`config.mk`:
```
export PLATFORM = sky130hd
export DESIGN_NAME = cd_data_controller_registers
export DESIGN_NICKNAME = d
export VERILOG_FILES = /design/src/design/cddc_pkg.sv /design/src/design/cddc_core.sv /design/src/design/cd_data_controller_registers.sv
export SDC_FILE = /design/constraint.sdc
export NUM_CORES = 1
export LEC_CHECK = 0
export BUFFER_PORTS_ARGS = -buffer_cell sky130_fd_sc_hd__clkbuf_2
export CAP_MARGIN = 15
export CELL_PAD_IN_SITES_DETAIL_PLACEMENT = 0
export CELL_PAD_IN_SITES_GLOBAL_PLACEMENT = 2
export CORE_MARGIN = 1.5
export CORE_UTILIZATION = 36
export CTS_BUF_LIST = sky130_fd_sc_hd__clkbuf_16
export CTS_CLUSTER_SIZE = 30
export DETAILED_ROUTE_END_ITERATION = 7
export PLACE_DENSITY_LB_ADDON = 0.1
export SYNTH_ARGS = -nofsm -noshare
export SYNTH_HDL_FRONTEND = slang
export SYNTH_SLANG_ARGS = --single-unit
```
`constraint.sdc`:
```
create_clock -name aclk -period 4.8 [get_ports aclk]
set_input_delay 1.2 -clock aclk [delete_from_list [all_inputs] [get_ports aclk]]
set_output_delay 1.2 -clock aclk [all_outputs]
set_load 0.01 [all_outputs]
```
`src/design/cddc_pkg.sv`:
```
// Package for the CD data controller register file.
// Holds command codes, register addresses and bit masks; no dependencies.
`default_nettype none
package cddc_pkg;

    typedef enum logic [2:0] {
        CMD_SET_ADDR  = 3'd0,
        CMD_WRITE     = 3'd1,
        CMD_READ      = 3'd2,
        CMD_SECTOR    = 3'd3,
        CMD_HOST_READ = 3'd4,
        CMD_BULK_DONE = 3'd5
    } cmd_t;

    localparam logic [4:0] RA_IFSTAT = 5'h01;
    localparam logic [4:0] RA_DBCL   = 5'h02;
    localparam logic [4:0] RA_DBCH   = 5'h03;
    localparam logic [4:0] RA_R4     = 5'h04;
    localparam logic [4:0] RA_R5     = 5'h05;
    localparam logic [4:0] RA_R6     = 5'h06;
    localparam logic [4:0] RA_R7     = 5'h07;
    localparam logic [4:0] RA_R8     = 5'h08;
    localparam logic [4:0] RA_R9     = 5'h09;
    localparam logic [4:0] RA_RA     = 5'h0A;
    localparam logic [4:0] RA_RB     = 5'h0B;
    localparam logic [4:0] RA_RC     = 5'h0C;
    localparam logic [4:0] RA_RD     = 5'h0D;
    localparam logic [4:0] RA_RE     = 5'h0E;
    localparam logic [4:0] RA_RF     = 5'h0F;

    localparam logic [7:0] DTEI    = 8'h40;
    localparam logic [7:0] DECI    = 8'h20;
    localparam logic [7:0] BUSY_EN = 8'h0A;
    localparam logic [7:0] DOUTEN  = 8'h02;
    localparam logic [7:0] DECEN   = 8'h80;
    localparam logic [7:0] AUTORQ  = 8'h10;
    localparam logic [7:0] WRRQ    = 8'h04;
    localparam logic [7:0] MODRQ   = 8'h08;
    localparam logic [7:0] FORMRQ  = 8'h04;
    localparam logic [7:0] SHDREN  = 8'h01;
    localparam logic [7:0] VALST   = 8'h80;

    localparam logic [2:0] DEST_IDLE  = 3'd0;
    localparam logic [2:0] DEST_HOST0 = 3'd2;
    localparam logic [2:0] DEST_HOST1 = 3'd3;
    localparam logic [2:0] DEST_WAVE  = 3'd4;
    localparam logic [2:0] DEST_PROG  = 3'd5;
    localparam logic [2:0] DEST_BAD   = 3'd6;
    localparam logic [2:0] DEST_WORD  = 3'd7;

    typedef struct packed {
        logic [2:0]  cmd;
        logic [7:0]  value;
        logic [31:0] header;
        logic [31:0] subheader;
        logic [2:0]  transfer_dest;
        logic [15:0] dest_word_addr;
    } req_t;

    typedef struct packed {
        logic [7:0]  read_data;
        logic        irq_request;
        logic [13:0] host_word_addr;
        logic        host_word_valid;
        logic        data_ready;
        logic        transfer_end;
        logic [15:0] dest_word_addr_next;
        logic [13:0] sector_store_offset;
        logic        sector_store_valid;
    } rsp_t;

endpackage
`default_nettype wire

```
`src/design/cddc_core.sv`:
```
// Register state and next-state update logic for one request.
// Depends on cddc_pkg.
`default_nettype none
module cddc_core #(
    parameter int BUFFER_BYTES = 16384,
    parameter int SECTOR_BYTES = 2352
) (
    input  wire logic          aclk,
    input  wire logic          aresetn,
    input  wire logic          irq_en,
    input  wire logic          step,
    input  wire cddc_pkg::req_t req,
    output cddc_pkg::rsp_t     rsp
);
    import cddc_pkg::*;

    localparam logic [15:0] BufMask  = 16'(BUFFER_BYTES - 1);
    localparam logic [15:0] WordMask = BufMask & 16'hFFFE;
    localparam logic [15:0] SecLen   = 16'(SECTOR_BYTES);

    logic [4:0]  ra_reg, ra_next;
    logic [7:0]  ifs_reg, ifs_next, ifc_reg, ifc_next;
    logic [15:0] dbc_reg, dbc_next, dac_reg, dac_next, wa_reg, wa_next, pt_reg, pt_next;
    logic [7:0]  c0_reg, c0_next, c1_reg, c1_next;
    logic [7:0]  s0_reg, s0_next, s2_reg, s2_next, s3_reg, s3_next;
    logic [31:0] mh_reg, mh_next, sh_reg, sh_next;
    logic [7:0]  irq_reg, irq_next;
    logic [2:0]  ad_reg, ad_next;
    logic        rdy_reg, rdy_next, end_reg, end_next;

    always_ff @(posedge aclk) begin
        if (!aresetn) begin
            ra_reg <= '0; ifs_reg <= 8'hFF; ifc_reg <= '0;
            dbc_reg <= '0; dac_reg <= '0; wa_reg <= '0; pt_reg <= '0;
            c0_reg <= '0; c1_reg <= '0; s0_reg <= '0; s2_reg <= '0; s3_reg <= VALST;
            mh_reg <= '0; sh_reg <= '0; irq_reg <= '0; ad_reg <= DEST_IDLE;
            rdy_reg <= 1'b0; end_reg <= 1'b0;
        end else if (step) begin
            ra_reg <= ra_next; ifs_reg <= ifs_next; ifc_reg <= ifc_next;
            dbc_reg <= dbc_next; dac_reg <= dac_next; wa_reg <= wa_next; pt_reg <= pt_next;
            c0_reg <= c0_next; c1_reg <= c1_next; s0_reg <= s0_next; s2_reg <= s2_next;
            s3_reg <= s3_next; mh_reg <= mh_next; sh_reg <= sh_next; irq_reg <= irq_next;
            ad_reg <= ad_next; rdy_reg <= rdy_next; end_reg <= end_next;
        end
    end

    logic [31:0] hd;
    logic [16:0] len;
    logic [15:0] pt_add, dbc_dec;
    logic [7:0]  prev;
    logic        host_act, fin;

    always_comb begin
        ra_next = ra_reg; ifs_next = ifs_reg; ifc_next = ifc_reg;
        dbc_next = dbc_reg; dac_next = dac_reg; wa_next = wa_reg; pt_next = pt_reg;
        c0_next = c0_reg; c1_next = c1_reg; s0_next = s0_reg; s2_next = s2_reg;
        s3_next = s3_reg; mh_next = mh_reg; sh_next = sh_reg; irq_next = irq_reg;
        ad_next = ad_reg; rdy_next = rdy_reg; end_next = end_reg;
        rsp = '0;
        rsp.dest_word_addr_next = req.dest_word_addr;
        prev = irq_reg;
        fin = 1'b0;
        host_act = (ad_reg == DEST_HOST0) || (ad_reg == DEST_HOST1);
        hd = ((c1_reg & SHDREN) != 0) ? sh_reg : mh_reg;
        len = {1'b0, dbc_reg} + 17'd1;
        pt_add = pt_reg + SecLen;
        dbc_dec = dbc_reg - 16'd2;
        case (req.cmd)
            CMD_SET_ADDR: ra_next = req.value[4:0];
            CMD_WRITE, CMD_READ: begin
                if (ra_reg != 5'd0) ra_next = ra_reg + 5'd1;
                if (req.cmd == CMD_WRITE) begin
                    case (ra_reg)
                        RA_IFSTAT: begin
                            irq_next = ~ifs_reg & req.value & (DTEI | DECI);
                            if ((req.value & DOUTEN) == 0) begin
                                ifs_next = ifs_reg | BUSY_EN;
                                ad_next = DEST_IDLE;
                            end
                            ifc_next = req.value;
                        end
                        RA_DBCL: dbc_next[7:0] = req.value;
                        RA_DBCH: dbc_next[15:8] = {4'd0, req.value[3:0]};
                        RA_R4: dac_next[7:0] = req.value;
                        RA_R5: dac_next[15:8] = req.value;
                        RA_R6: begin
                            if ((ifc_reg & DOUTEN) != 0) begin
                                ifs_next = ifs_reg & ~BUSY_EN;
                                rdy_next = 1'b0;
                                end_next = 1'b0;
                                ad_next = req.transfer_dest;
                                if (req.transfer_dest == DEST_HOST0 ||
                                    req.transfer_dest == DEST_HOST1) begin
                                    rsp.host_word_addr = dac_reg[13:0] & WordMask[13:0];
                                    rsp.host_word_valid = 1'b1;
                                    dac_next = dac_reg + 16'd2;
                                    dbc_next = dbc_dec;
                                    rdy_next = 1'b1;
                                end else if (req.transfer_dest < DEST_WAVE ||
                                             req.transfer_dest == DEST_BAD) begin
                                    ad_next = DEST_IDLE;
                                end
                            end
                        end
                        RA_R7: begin
                            ifs_next = ifs_reg | DTEI;
                            irq_next = irq_reg & ~DTEI;
                        end
                        RA_R8: wa_next[7:0] = req.value;
                        RA_R9: wa_next[15:8] = req.value;
                        RA_RA: begin
                            s0_next = req.value & DECEN;
                            if ((req.value & DECEN) == 0) begin
                                ifs_next = ifs_reg | DECI;
                                irq_next = irq_reg & ~DECI;
                            end
                            if ((req.value & AUTORQ) != 0)
                                s2_next = (c1_reg & MODRQ) | {5'd0, sh_reg[21], 2'd0};
                            else
                                s2_next = c1_reg & (MODRQ | FORMRQ);
                            c0_next = req.value;
                        end
                        RA_RB: begin
                            if ((c0_reg & AUTORQ) != 0)
                                s2_next = (req.value & MODRQ) | {5'd0, sh_reg[21], 2'd0};
                            else
                                s2_next = req.value & (MODRQ | FORMRQ);
                            c1_next = req.value;
                        end
                        RA_RC: pt_next[7:0] = req.value;
                        RA_RD: pt_next[15:8] = req.value;
                        RA_RF: begin
                            ifs_next = 8'hFF; ifc_next = '0; c0_next = '0; c1_next = '0;
                            s0_next = '0; s2_next = '0; s3_next = VALST;
                            irq_next = '0; ad_next = DEST_IDLE;
                        end
                        default: ;
                    endcase
                end else begin
                    case (ra_reg)
                        RA_IFSTAT: rsp.read_data = ifs_reg;
                        RA_DBCL: rsp.read_data = dbc_reg[7:0];
                        RA_DBCH: rsp.read_data = dbc_reg[15:8];
                        RA_R4: rsp.read_data = hd[7:0];
                        RA_R5: rsp.read_data = hd[15:8];
                        RA_R6: rsp.read_data = hd[23:16];
                        RA_R7: rsp.read_data = hd[31:24];
                        RA_R8: rsp.read_data = pt_reg[7:0];
                        RA_R9: rsp.read_data = pt_reg[15:8];
                        RA_RA: rsp.read_data = wa_reg[7:0];
                        RA_RB: rsp.read_data = wa_reg[15:8];
                        RA_RC: rsp.read_data = s0_reg;
                        RA_RD: rsp.read_data = 8'h00;
                        RA_RE: rsp.read_data = s2_reg;
                        RA_RF: begin
                            rsp.read_data = s3_reg;
                            s3_next = VALST;
                            ifs_next = ifs_reg | DECI;
                            irq_next = irq_reg & ~DECI;
                        end
                        default: rsp.read_data = 8'hFF;
                    endcase
                end
            end
            CMD_SECTOR: begin
                if ((c0_reg & DECEN) != 0) begin
                    mh_next = req.header;
                    s3_next = '0;
                    ifs_next = ifs_reg & ~DECI;
                    if ((ifc_reg & DECI) != 0 && (irq_reg & DTEI) == 0)
                        irq_next = irq_reg | DECI;
                    if ((c0_reg & WRRQ) != 0) begin
                        pt_next = pt_add;
                        wa_next = wa_reg + SecLen;
                        rsp.sector_store_offset = pt_add[13:0] & BufMask[13:0];
                        rsp.sector_store_valid = 1'b1;
                        if (req.header[31:24] != 8'h01) sh_next = req.subheader;
                    end
                end
            end
            CMD_HOST_READ: begin
                if (host_act) begin
                    if (end_reg) rdy_next = 1'b0;
                    else begin
                        rsp.host_word_addr = dac_reg[13:0] & WordMask[13:0];
                        rsp.host_word_valid = 1'b1;
                        dac_next = dac_reg + 16'd2;
                        dbc_next = dbc_dec;
                        fin = dbc_dec[15];
                    end
                end
            end
            CMD_BULK_DONE: begin
                if (ad_reg >= DEST_WAVE) begin
                    if (ad_reg == DEST_PROG || ad_reg == DEST_WORD)
                        rsp.dest_word_addr_next = req.dest_word_addr + {2'd0, len[16:3]};
                    else if (ad_reg == DEST_WAVE)
                        rsp.dest_word_addr_next = req.dest_word_addr + {1'd0, len[16:2]};
                    dac_next = dac_reg + len[15:0];
                    fin = 1'b1;
                end
            end
            default: ;
        endcase
        if (fin) begin
            dbc_next = 16'hFFFF;
            ifs_next = (ifs_reg | BUSY_EN) & ~DTEI;
            if ((ifc_reg & DTEI) != 0) irq_next = irq_reg | DTEI;
            end_next = 1'b1;
            rdy_next = 1'b0;
            ad_next = DEST_IDLE;
        end
        rsp.irq_request = irq_en && (prev == 8'd0) && (irq_next != 8'd0);
        rsp.data_ready = rdy_next;
        rsp.transfer_end = end_next;
    end
endmodule
`default_nettype wire

```
`src/design/cd_data_controller_registers.sv`:
```
// Indirect register file of a CD data controller: one request per clock, a result
// register after the update logic. A new request is accepted every cycle while the result
// register is empty or being drained. Uses cddc_pkg, cddc_core.
`default_nettype none
module cd_data_controller_registers #(
    parameter int BUFFER_BYTES = 16384,
    parameter int SECTOR_BYTES = 2352
) (
    input  wire logic        aclk,
    input  wire logic        aresetn,
    input  wire logic        cfg_we,
    input  wire logic        cfg_wdata,
    input  wire logic        s_valid,
    output logic             s_ready,
    input  wire logic [2:0]  s_cmd,
    input  wire logic [7:0]  s_value,
    input  wire logic [31:0] s_header,
    input  wire logic [31:0] s_subheader,
    input  wire logic [2:0]  s_transfer_dest,
    input  wire logic [15:0] s_dest_word_addr,
    output logic             m_valid,
    input  wire logic        m_ready,
    output logic [7:0]       m_read_data,
    output logic             m_irq_request,
    output logic [13:0]      m_host_word_addr,
    output logic             m_host_word_valid,
    output logic             m_data_ready,
    output logic             m_transfer_end,
    output logic [15:0]      m_dest_word_addr_next,
    output logic [13:0]      m_sector_store_offset,
    output logic             m_sector_store_valid
);
    import cddc_pkg::*;

    logic   irq_en_reg, mv_reg, step;
    req_t   req;
    rsp_t   rsp, out_reg;

    assign s_ready = !mv_reg || m_ready;
    assign step = s_valid && s_ready;
    assign req = '{cmd: s_cmd, value: s_value, header: s_header, subheader: s_subheader,
                   transfer_dest: s_transfer_dest, dest_word_addr: s_dest_word_addr};

    cddc_core #(.BUFFER_BYTES(BUFFER_BYTES), .SECTOR_BYTES(SECTOR_BYTES)) u_core (
        .aclk(aclk), .aresetn(aresetn), .irq_en(irq_en_reg), .step(step),
        .req(req), .rsp(rsp)
    );

    always_ff @(posedge aclk) begin
        if (!aresetn) begin
            irq_en_reg <= 1'b0;
            mv_reg <= 1'b0;
        end else begin
            if (cfg_we) irq_en_reg <= cfg_wdata;
            if (s_ready) mv_reg <= s_valid;
        end
    end

    always_ff @(posedge aclk) begin
        if (step) out_reg <= rsp;
    end

    assign m_valid = mv_reg;
    assign m_read_data = out_reg.read_data;
    assign m_irq_request = out_reg.irq_request;
    assign m_host_word_addr = out_reg.host_word_addr;
    assign m_host_word_valid = out_reg.host_word_valid;
    assign m_data_ready = out_reg.data_ready;
    assign m_transfer_end = out_reg.transfer_end;
    assign m_dest_word_addr_next = out_reg.dest_word_addr_next;
    assign m_sector_store_offset = out_reg.sector_store_offset;
    assign m_sector_store_valid = out_reg.sector_store_valid;
endmodule
`default_nettype wire
```
==> out/metrics.csv, run 1 <==
metric;value;unit
die_width;195.1;um
final_cell_mix;nand2_1, nor2_1, dfxtp_1;
crit_required;5.11;ns
crit_arrival;4.18;ns
syn_area;13290;um2
finalPower;4.448;mW
die_h;195.1;um
postSynth.asyncResetShare;0;%
core;36430;um2
vias_per_cell;5.639;
min_from;u_core.mh_reg[23];
clockBufferDepth;3;
setup_viol;0;
dp.cells;2144;
postSynthCellCount;1599;
post_cts_resized;0;
cts.sinks;218;
critPathKind;reg -> reg;
worst_ir_drop_vdd;229.7;uV
reg2reg_depth;13;
hold_class;reg -> reg;
diodes;0;
period_share;80.67;%
vias;12377;
final_nets;1863;
synth_seq_cells;218;
port_buffers;157;
drive_gt1_share;14.88;%
clock_skew;0.01829;ns
max-cap-violations;0;
grt_pass1_vias;12008;
p_leak;5.804;nW
post-cts-setup-buffers;0;
place.gp.congestion;0.9203;
drtIter0Drc;881;
io_pins;159;
track_usage;24.52;%
rsz0062_at_grt;no;
place_area;14390;um2
synth_edf_count;56;
tightest_slew;1.046;ns
fin_tns_setup;0;ns
startpoint;u_core.dbc_reg[1];
dp_worst_setup_slack;0.8912;ns
drc;0;
synth_cell_type_count;86;
fmax;258.2;MHz
clk_pin_slew;0.06;ns
endpoint_kind;flip-flop;
syn_nets;1756;
drtAntennaViolNets;0;
htreeDepth;1;
fin_ws;0.9277;ns
final_common_cell;nand2_1;
final_hold_viol_count;0;
antenna_found_initial;0;
holdPathEnd;u_core.mh_reg[23];
status;finished clean;
worstReg2RegStart;u_core.dbc_reg[1];
cts_buffers;28;
maxSlewViolCount;0;
grt.overflow.total;0;
ys_seq_area_share;37.07;%
cts_hold_buf;0;
cts_root_buffer;clkbuf_16;
rr_endpoint;m_dest_word_addr_next[15];
dpl.hpwl;35130;um
wl_per_cell;21.60;um
rows;70;
relSlewSlack;30.00;%
grt_pass1_wl;72110;um
syn_to_final_growth;14.89;%
tritoncts;built;
die-area;38060;um2
drtPass1Iterations;5;
cp-start-kind;flip-flop;
syn_avg_cell_area;8.308;um2
synth_ff_type;dfxtp_1;
stdcell_area;15260;um2
r2r_slack;0.93;ns
drt_wl_total;47420;um
final_cells;2195;
start_util;36.46;%
fin_crit;3.872;ns
p_per_area;291.4;nW/um2
grt_max_degree;57;
whs_path_depth;2;
cp_max_fo;7;
yosys_warnings;0;
clk_latency;0.57;ns
[metrics by stage]
stage          hold WS [ns]  util (%)
3_3_place_gp         0.4433     39.48
3_5_place_dp         0.4479     39.48
4_1_cts              0.4561     41.89
2_1_floorplan        0.4234         -
5_1_grt              0.4669     41.89
6_report             0.4533     41.89
[cells in the mapped netlist (9+ instances only)]
cell	number	area share, %
nor4_1	9	0.42
a222oi_1	11	0.83
and2_1	36	1.7
buf_2	26	0.98
nand4_1	14	0.66
mux2i_1	57	4.3
buf_4	10	0.57
a31oi_1	20	0.94
a22oi_1	36	2.0
a21o_1	19	1.1
o22ai_1	22	1.0
edfxtp_1	56	13
nand3_1	44	1.7
xnor2_1	38	2.5
ha_1	54	5.1
inv_1	33	0.93
nor3_1	36	1.4
and3_1	22	1.0
nor2_1	179	5.1
clkbuf_1	60	1.7
a21oi_1	132	5.0
o31ai_1	10	0.57
dfxtp_1	162	24
nand2b_1	20	0.94
nand2_1	182	5.1
a221oi_1	11	0.73
o21a_1	9	0.51
a211oi_1	18	1.0
xor2_1	30	2.0
o21ai_0	81	3.1
o21ai_1	26	0.98
[routing by layer]
| layer | vias to the layer above | global-route usage [%] | share of wire, % |
|---|---|---|---|
| met5 | - | 0 | 0 |
| met4 | 0 | 5.914 | 1.9 |
| met3 | 48 | 3.782 | 5.2 |
| met2 | 347 | 42.71 | 49 |
| met1 | 5917 | 31.70 | 44 |
| li1 | 6065 | - | - |
[cell families (layout without fill, tap and decap cells)]
kind of cell    count (synthesis)  count (layout)  synth area share (%)
xor+xnor                       68              68                 4.483
compound gates                470             470                 22.97
flops                         218             218                 37.07
fa+ha+maj                      57              57                 5.538
simple gates                  586             586                 20.74
other cells                     1               1               0.02823
mux                            63              63                 4.803
buf+inv                       136             264                 4.370
[worst max path at each step]
| stage | end |
|---|---|
| final | m_dest_word_addr_next[15] |
| after detailed placement | m_dest_word_addr_next[15] |
| after floorplan | u_core.end_reg |
| after global routing | m_dest_word_addr_next[15] |
| after global placement | m_dest_word_addr_next[15] |
| after CTS | m_dest_word_addr_next[15] |
[critical path, stage by stage (launching register included)]
cell and delay [ns]:
dfxtp_1 0.49, ha_1 0.25, nand3_1 0.12, nor2_1 0.27, nand2_1 0.11, xnor2_1 0.41
ha_1 0.37, and2_1 0.20, a221oi_2 0.28, nand2_1 0.15, a221o_1 0.35, a211oi_1 0.32
o221ai_2 0.16, xor2_1 0.16
[report_power, final]
part	switching, mW	internal [mW]	leakage (nW)
logic	0.309	0.167	3.49
clock network	0.880	1.13	0.442
registers	0.0352	1.92	1.87
[final cells by class]
| type | instances | area [um2] |
|---|---|---|
| Clock inverter | 21 | 126.4 |
| Sequential cell | 218 | 4925 |
| Clock buffer | 30 | 750.7 |
| Timing Repair Buffer | 179 | 963.4 |
| Fill cell | 3790 | 21170 |
| Multi-Input combinational cell | 1245 | 7782 |
| Tap cell | 468 | 585.6 |
| Inverter | 34 | 130.1 |
No activity file was read; power rests on OpenSTA's default activity.
==> run 2, diff against run 1 <==
Settings changed: ABC_AREA from default to 1, CORE_UTILIZATION 36 to 30.
Clock period 4.8 ns to 3.5 ns, I/O delays scaled along.
==> run 2 against run 1 <==
- sequential power is 40% higher
- design area up 7.8%
- critical path depth is 7 higher
- highest routed layer unchanged
- combinational power increased by 120%
- largest power group unchanged
- flip-flop and latch count unchanged
- wire length increased by 12%
==> out/metrics.csv, run 2 <==
metric;value;unit
fill_cells;5106;
setup_viol;0;
critPathKind;reg -> reg;
drtPass1Iterations;6;
place.gp.congestion;0.8772;
synthTopCellsByCount;nand2_1, inv_1, nor2_1;
drtAntennaViolNets;0;
synth_seq_cells;218;
syn_area;13870;um2
cp_max_fo;5;
grt_pass1_wl;81270;um
p_int;4.665;mW
clk_latency;0.59;ns
synth_ff_type;dfxtp_1;
synth_top_area_share;23.39;%
die_h;218.0;um
cts_buffers;29;
clock_skew;0.01636;ns
hold_class;reg -> reg;
final_common_cell;nand2_1;
power_frac_comb;15.5;%
seqPwrFrac;41.0;%
min_from;u_core.irq_reg[3];
clockBufferDepth;3;
final_cell_mix;nand2_1, inv_1, nor2_1;
drive_gt1_share;14.58;%
p_per_area;407.0;nW/um2
cp-start-kind;flip-flop;
postSynth.asyncResetShare;0;%
port_buffers;157;
tightest_slew;0.7942;ns
fmax;307.8;MHz
grt.overflow.total;0;
cts_root_buffer;clkbuf_16;
status;finished clean;
wl_per_cell;18.82;um
cts_hold_buf;0;
period_share;92.84;%
grt_pass1_vias;13827;
fin_hold_ws;0.4312;ns
worst_ir_drop_vdd;377.4;uV
fin_tns_setup;0;ns
clk_pin_slew;0.06;ns
die_width;218.0;um
syn_avg_cell_area;6.845;um2
tritoncts;built;
p_clk_share;43.6;%
track_usage;22.11;%
drt_wl_total;53010;um
relSlewSlack;46.86;%
start_util;30.49;%
crit_required;3.84;ns
startpoint;u_core.dbc_reg[2];
rows;78;
p_leak;6.986;nW
synth_edf_count;56;
antenna_found_initial;1;
syn_to_final_growth;18.68;%
vias;14109;
crit_arrival;3.59;ns
synth.largest_area_cell;dfxtp_1;
yosysMostFrequentCell;nand2_1;
final_cells;2816;
power_switching;2.033;mW
die-area;47520;um2
postSynthCellCount;2026;
grt_max_degree;65;
syn_nets;2183;
cts.sinks;218;
endpoint_kind;flip-flop;
worstReg2RegStart;u_core.dbc_reg[2];
dp.cells;2759;
io_pins;159;
netlist_top_cells_area;dfxtp_1, edfxtp_1, nand2_1;
drc;0;
dpl.hpwl;40910;um
htreeDepth;1;
vias_per_cell;5.010;
maxSlewViolCount;0;
max-cap-violations;0;
p_sw_share;30.36;%
final_hold_viol_count;0;
yosys_warnings;0;
final_nets;2349;
ys_seq_area_share;35.51;%
core;45480;um2
drtIter0Drc;878;
synth_cell_type_count;62;
fin_crit;3.249;ns
-- run 2: changes by cell type in the layout (fill, tap and decap cells not counted), sizes merged, moves of 36 or more --
cell | before | now
a21oi | 133 | 200
and2 | 37 | 1
inv | 42 | 263
mux2i | 57 | 0
nand2 | 184 | 427
nand3 | 44 | 92
nor2 | 179 | 257
o21ai | 107 | 229
-- run 2: per-stage QoR --
stage / power [mW] / setup slack [ns] / instance area (um2) / util (%)
global route: 6.989 / -0.02051 / 16450 / 36.18
CTS: 6.762 / 0.01750 / 16330 / 35.91
finish: 6.698 / 0.2507 / 16460 / 36.19
global placement: 3.827 / 0.03039 / 15410 / 33.88
detailed placement: 3.818 / 0.01361 / 15410 / 33.88
floorplan: 3.416 / 0.01350 / 13870 / -
-- run 2: power groups by stage --
stage,Sequential (mW),Combinational (mW),Clock (mW)
floorplan,2.79,0.625,0
detailed placement,2.80,1.02,0
global placement,2.80,1.03,0
finish,2.74,1.04,2.92
global route,2.75,1.16,3.08
CTS,2.74,1.03,2.99
-- run 2: worst paths after layout --
path,end,slack (ns),cells past startpoint
worst max register to register,m_dest_word_addr_next[15],0.25,20
worst min register to register,u_core.irq_reg[3],0.43,2
worst max-delay path,m_dest_word_addr_next[15],0.25,20
worst min-delay path,u_core.irq_reg[3],0.43,2
-- run 2: metal layers --
metal  global-route usage (%)  part of all wire (%)  vias to the layer above
met5                        0                     0                        -
met2                    39.63                    50                      321
met3                    2.455                   3.8                       66
met4                    5.908                   2.5                        0
met1                    27.91                    44                     6604
li1                         -                     -                     7118
-- run 2: layout make-up --
type | instances | area, um2 | share of cell area (%)
antenna | 1 | 2.502 | 0.01521
timing repair buffer | 197 | 1101 | 6.691
clock buffer | 29 | 725.7 | 4.410
clock inverter | 25 | 183.9 | 1.118
multi-input combinational | 1483 | 7774 | 47.24
tap | 600 | 750.7 | 4.562
sequential | 218 | 4927 | 29.94
inverter | 263 | 992.2 | 6.029
-- run 2: what timing repair did --
action / in CTS / in global routing
buffers inserted: 0 / 2
pin swaps: 0 / 3
endpoints found under the setup margin: 1 / 9
gates resized for setup: 2 / 23
-- run 2: cells by family (layout without fill, tap and decap cells) --
family,after synthesis,in the layout,synth area share (%)
adders and majority gates,57,57,5.305
xor gates and xnor gates,32,32,2.021
other,1,2,0.02704
and+or+nand+nor,853,853,26.36
AOI/OAI and AO/OA,540,540,21.48
buffers and inverters,325,514,9.293
DFF,218,218,35.51
-- run 2: worst max-delay path: stages, from the launching register on --
cell and delay [ns]:
dfxtp_1 0.42, ha_1 0.20, nand3_1 0.12, nor2_2 0.12, nand3_1 0.09, or3_4 0.39
nor2_2 0.14, nand3_1 0.10, a22oi_2 0.16, buf_4 0.17, ha_1 0.27, a21oi_1 0.13
o21ai_0 0.09, a21oi_1 0.18, nand3_1 0.10, nand2_1 0.06, nand2_1 0.07, nand2_1 0.06
nand2_1 0.05, nand2_1 0.05, inv_1 0.03
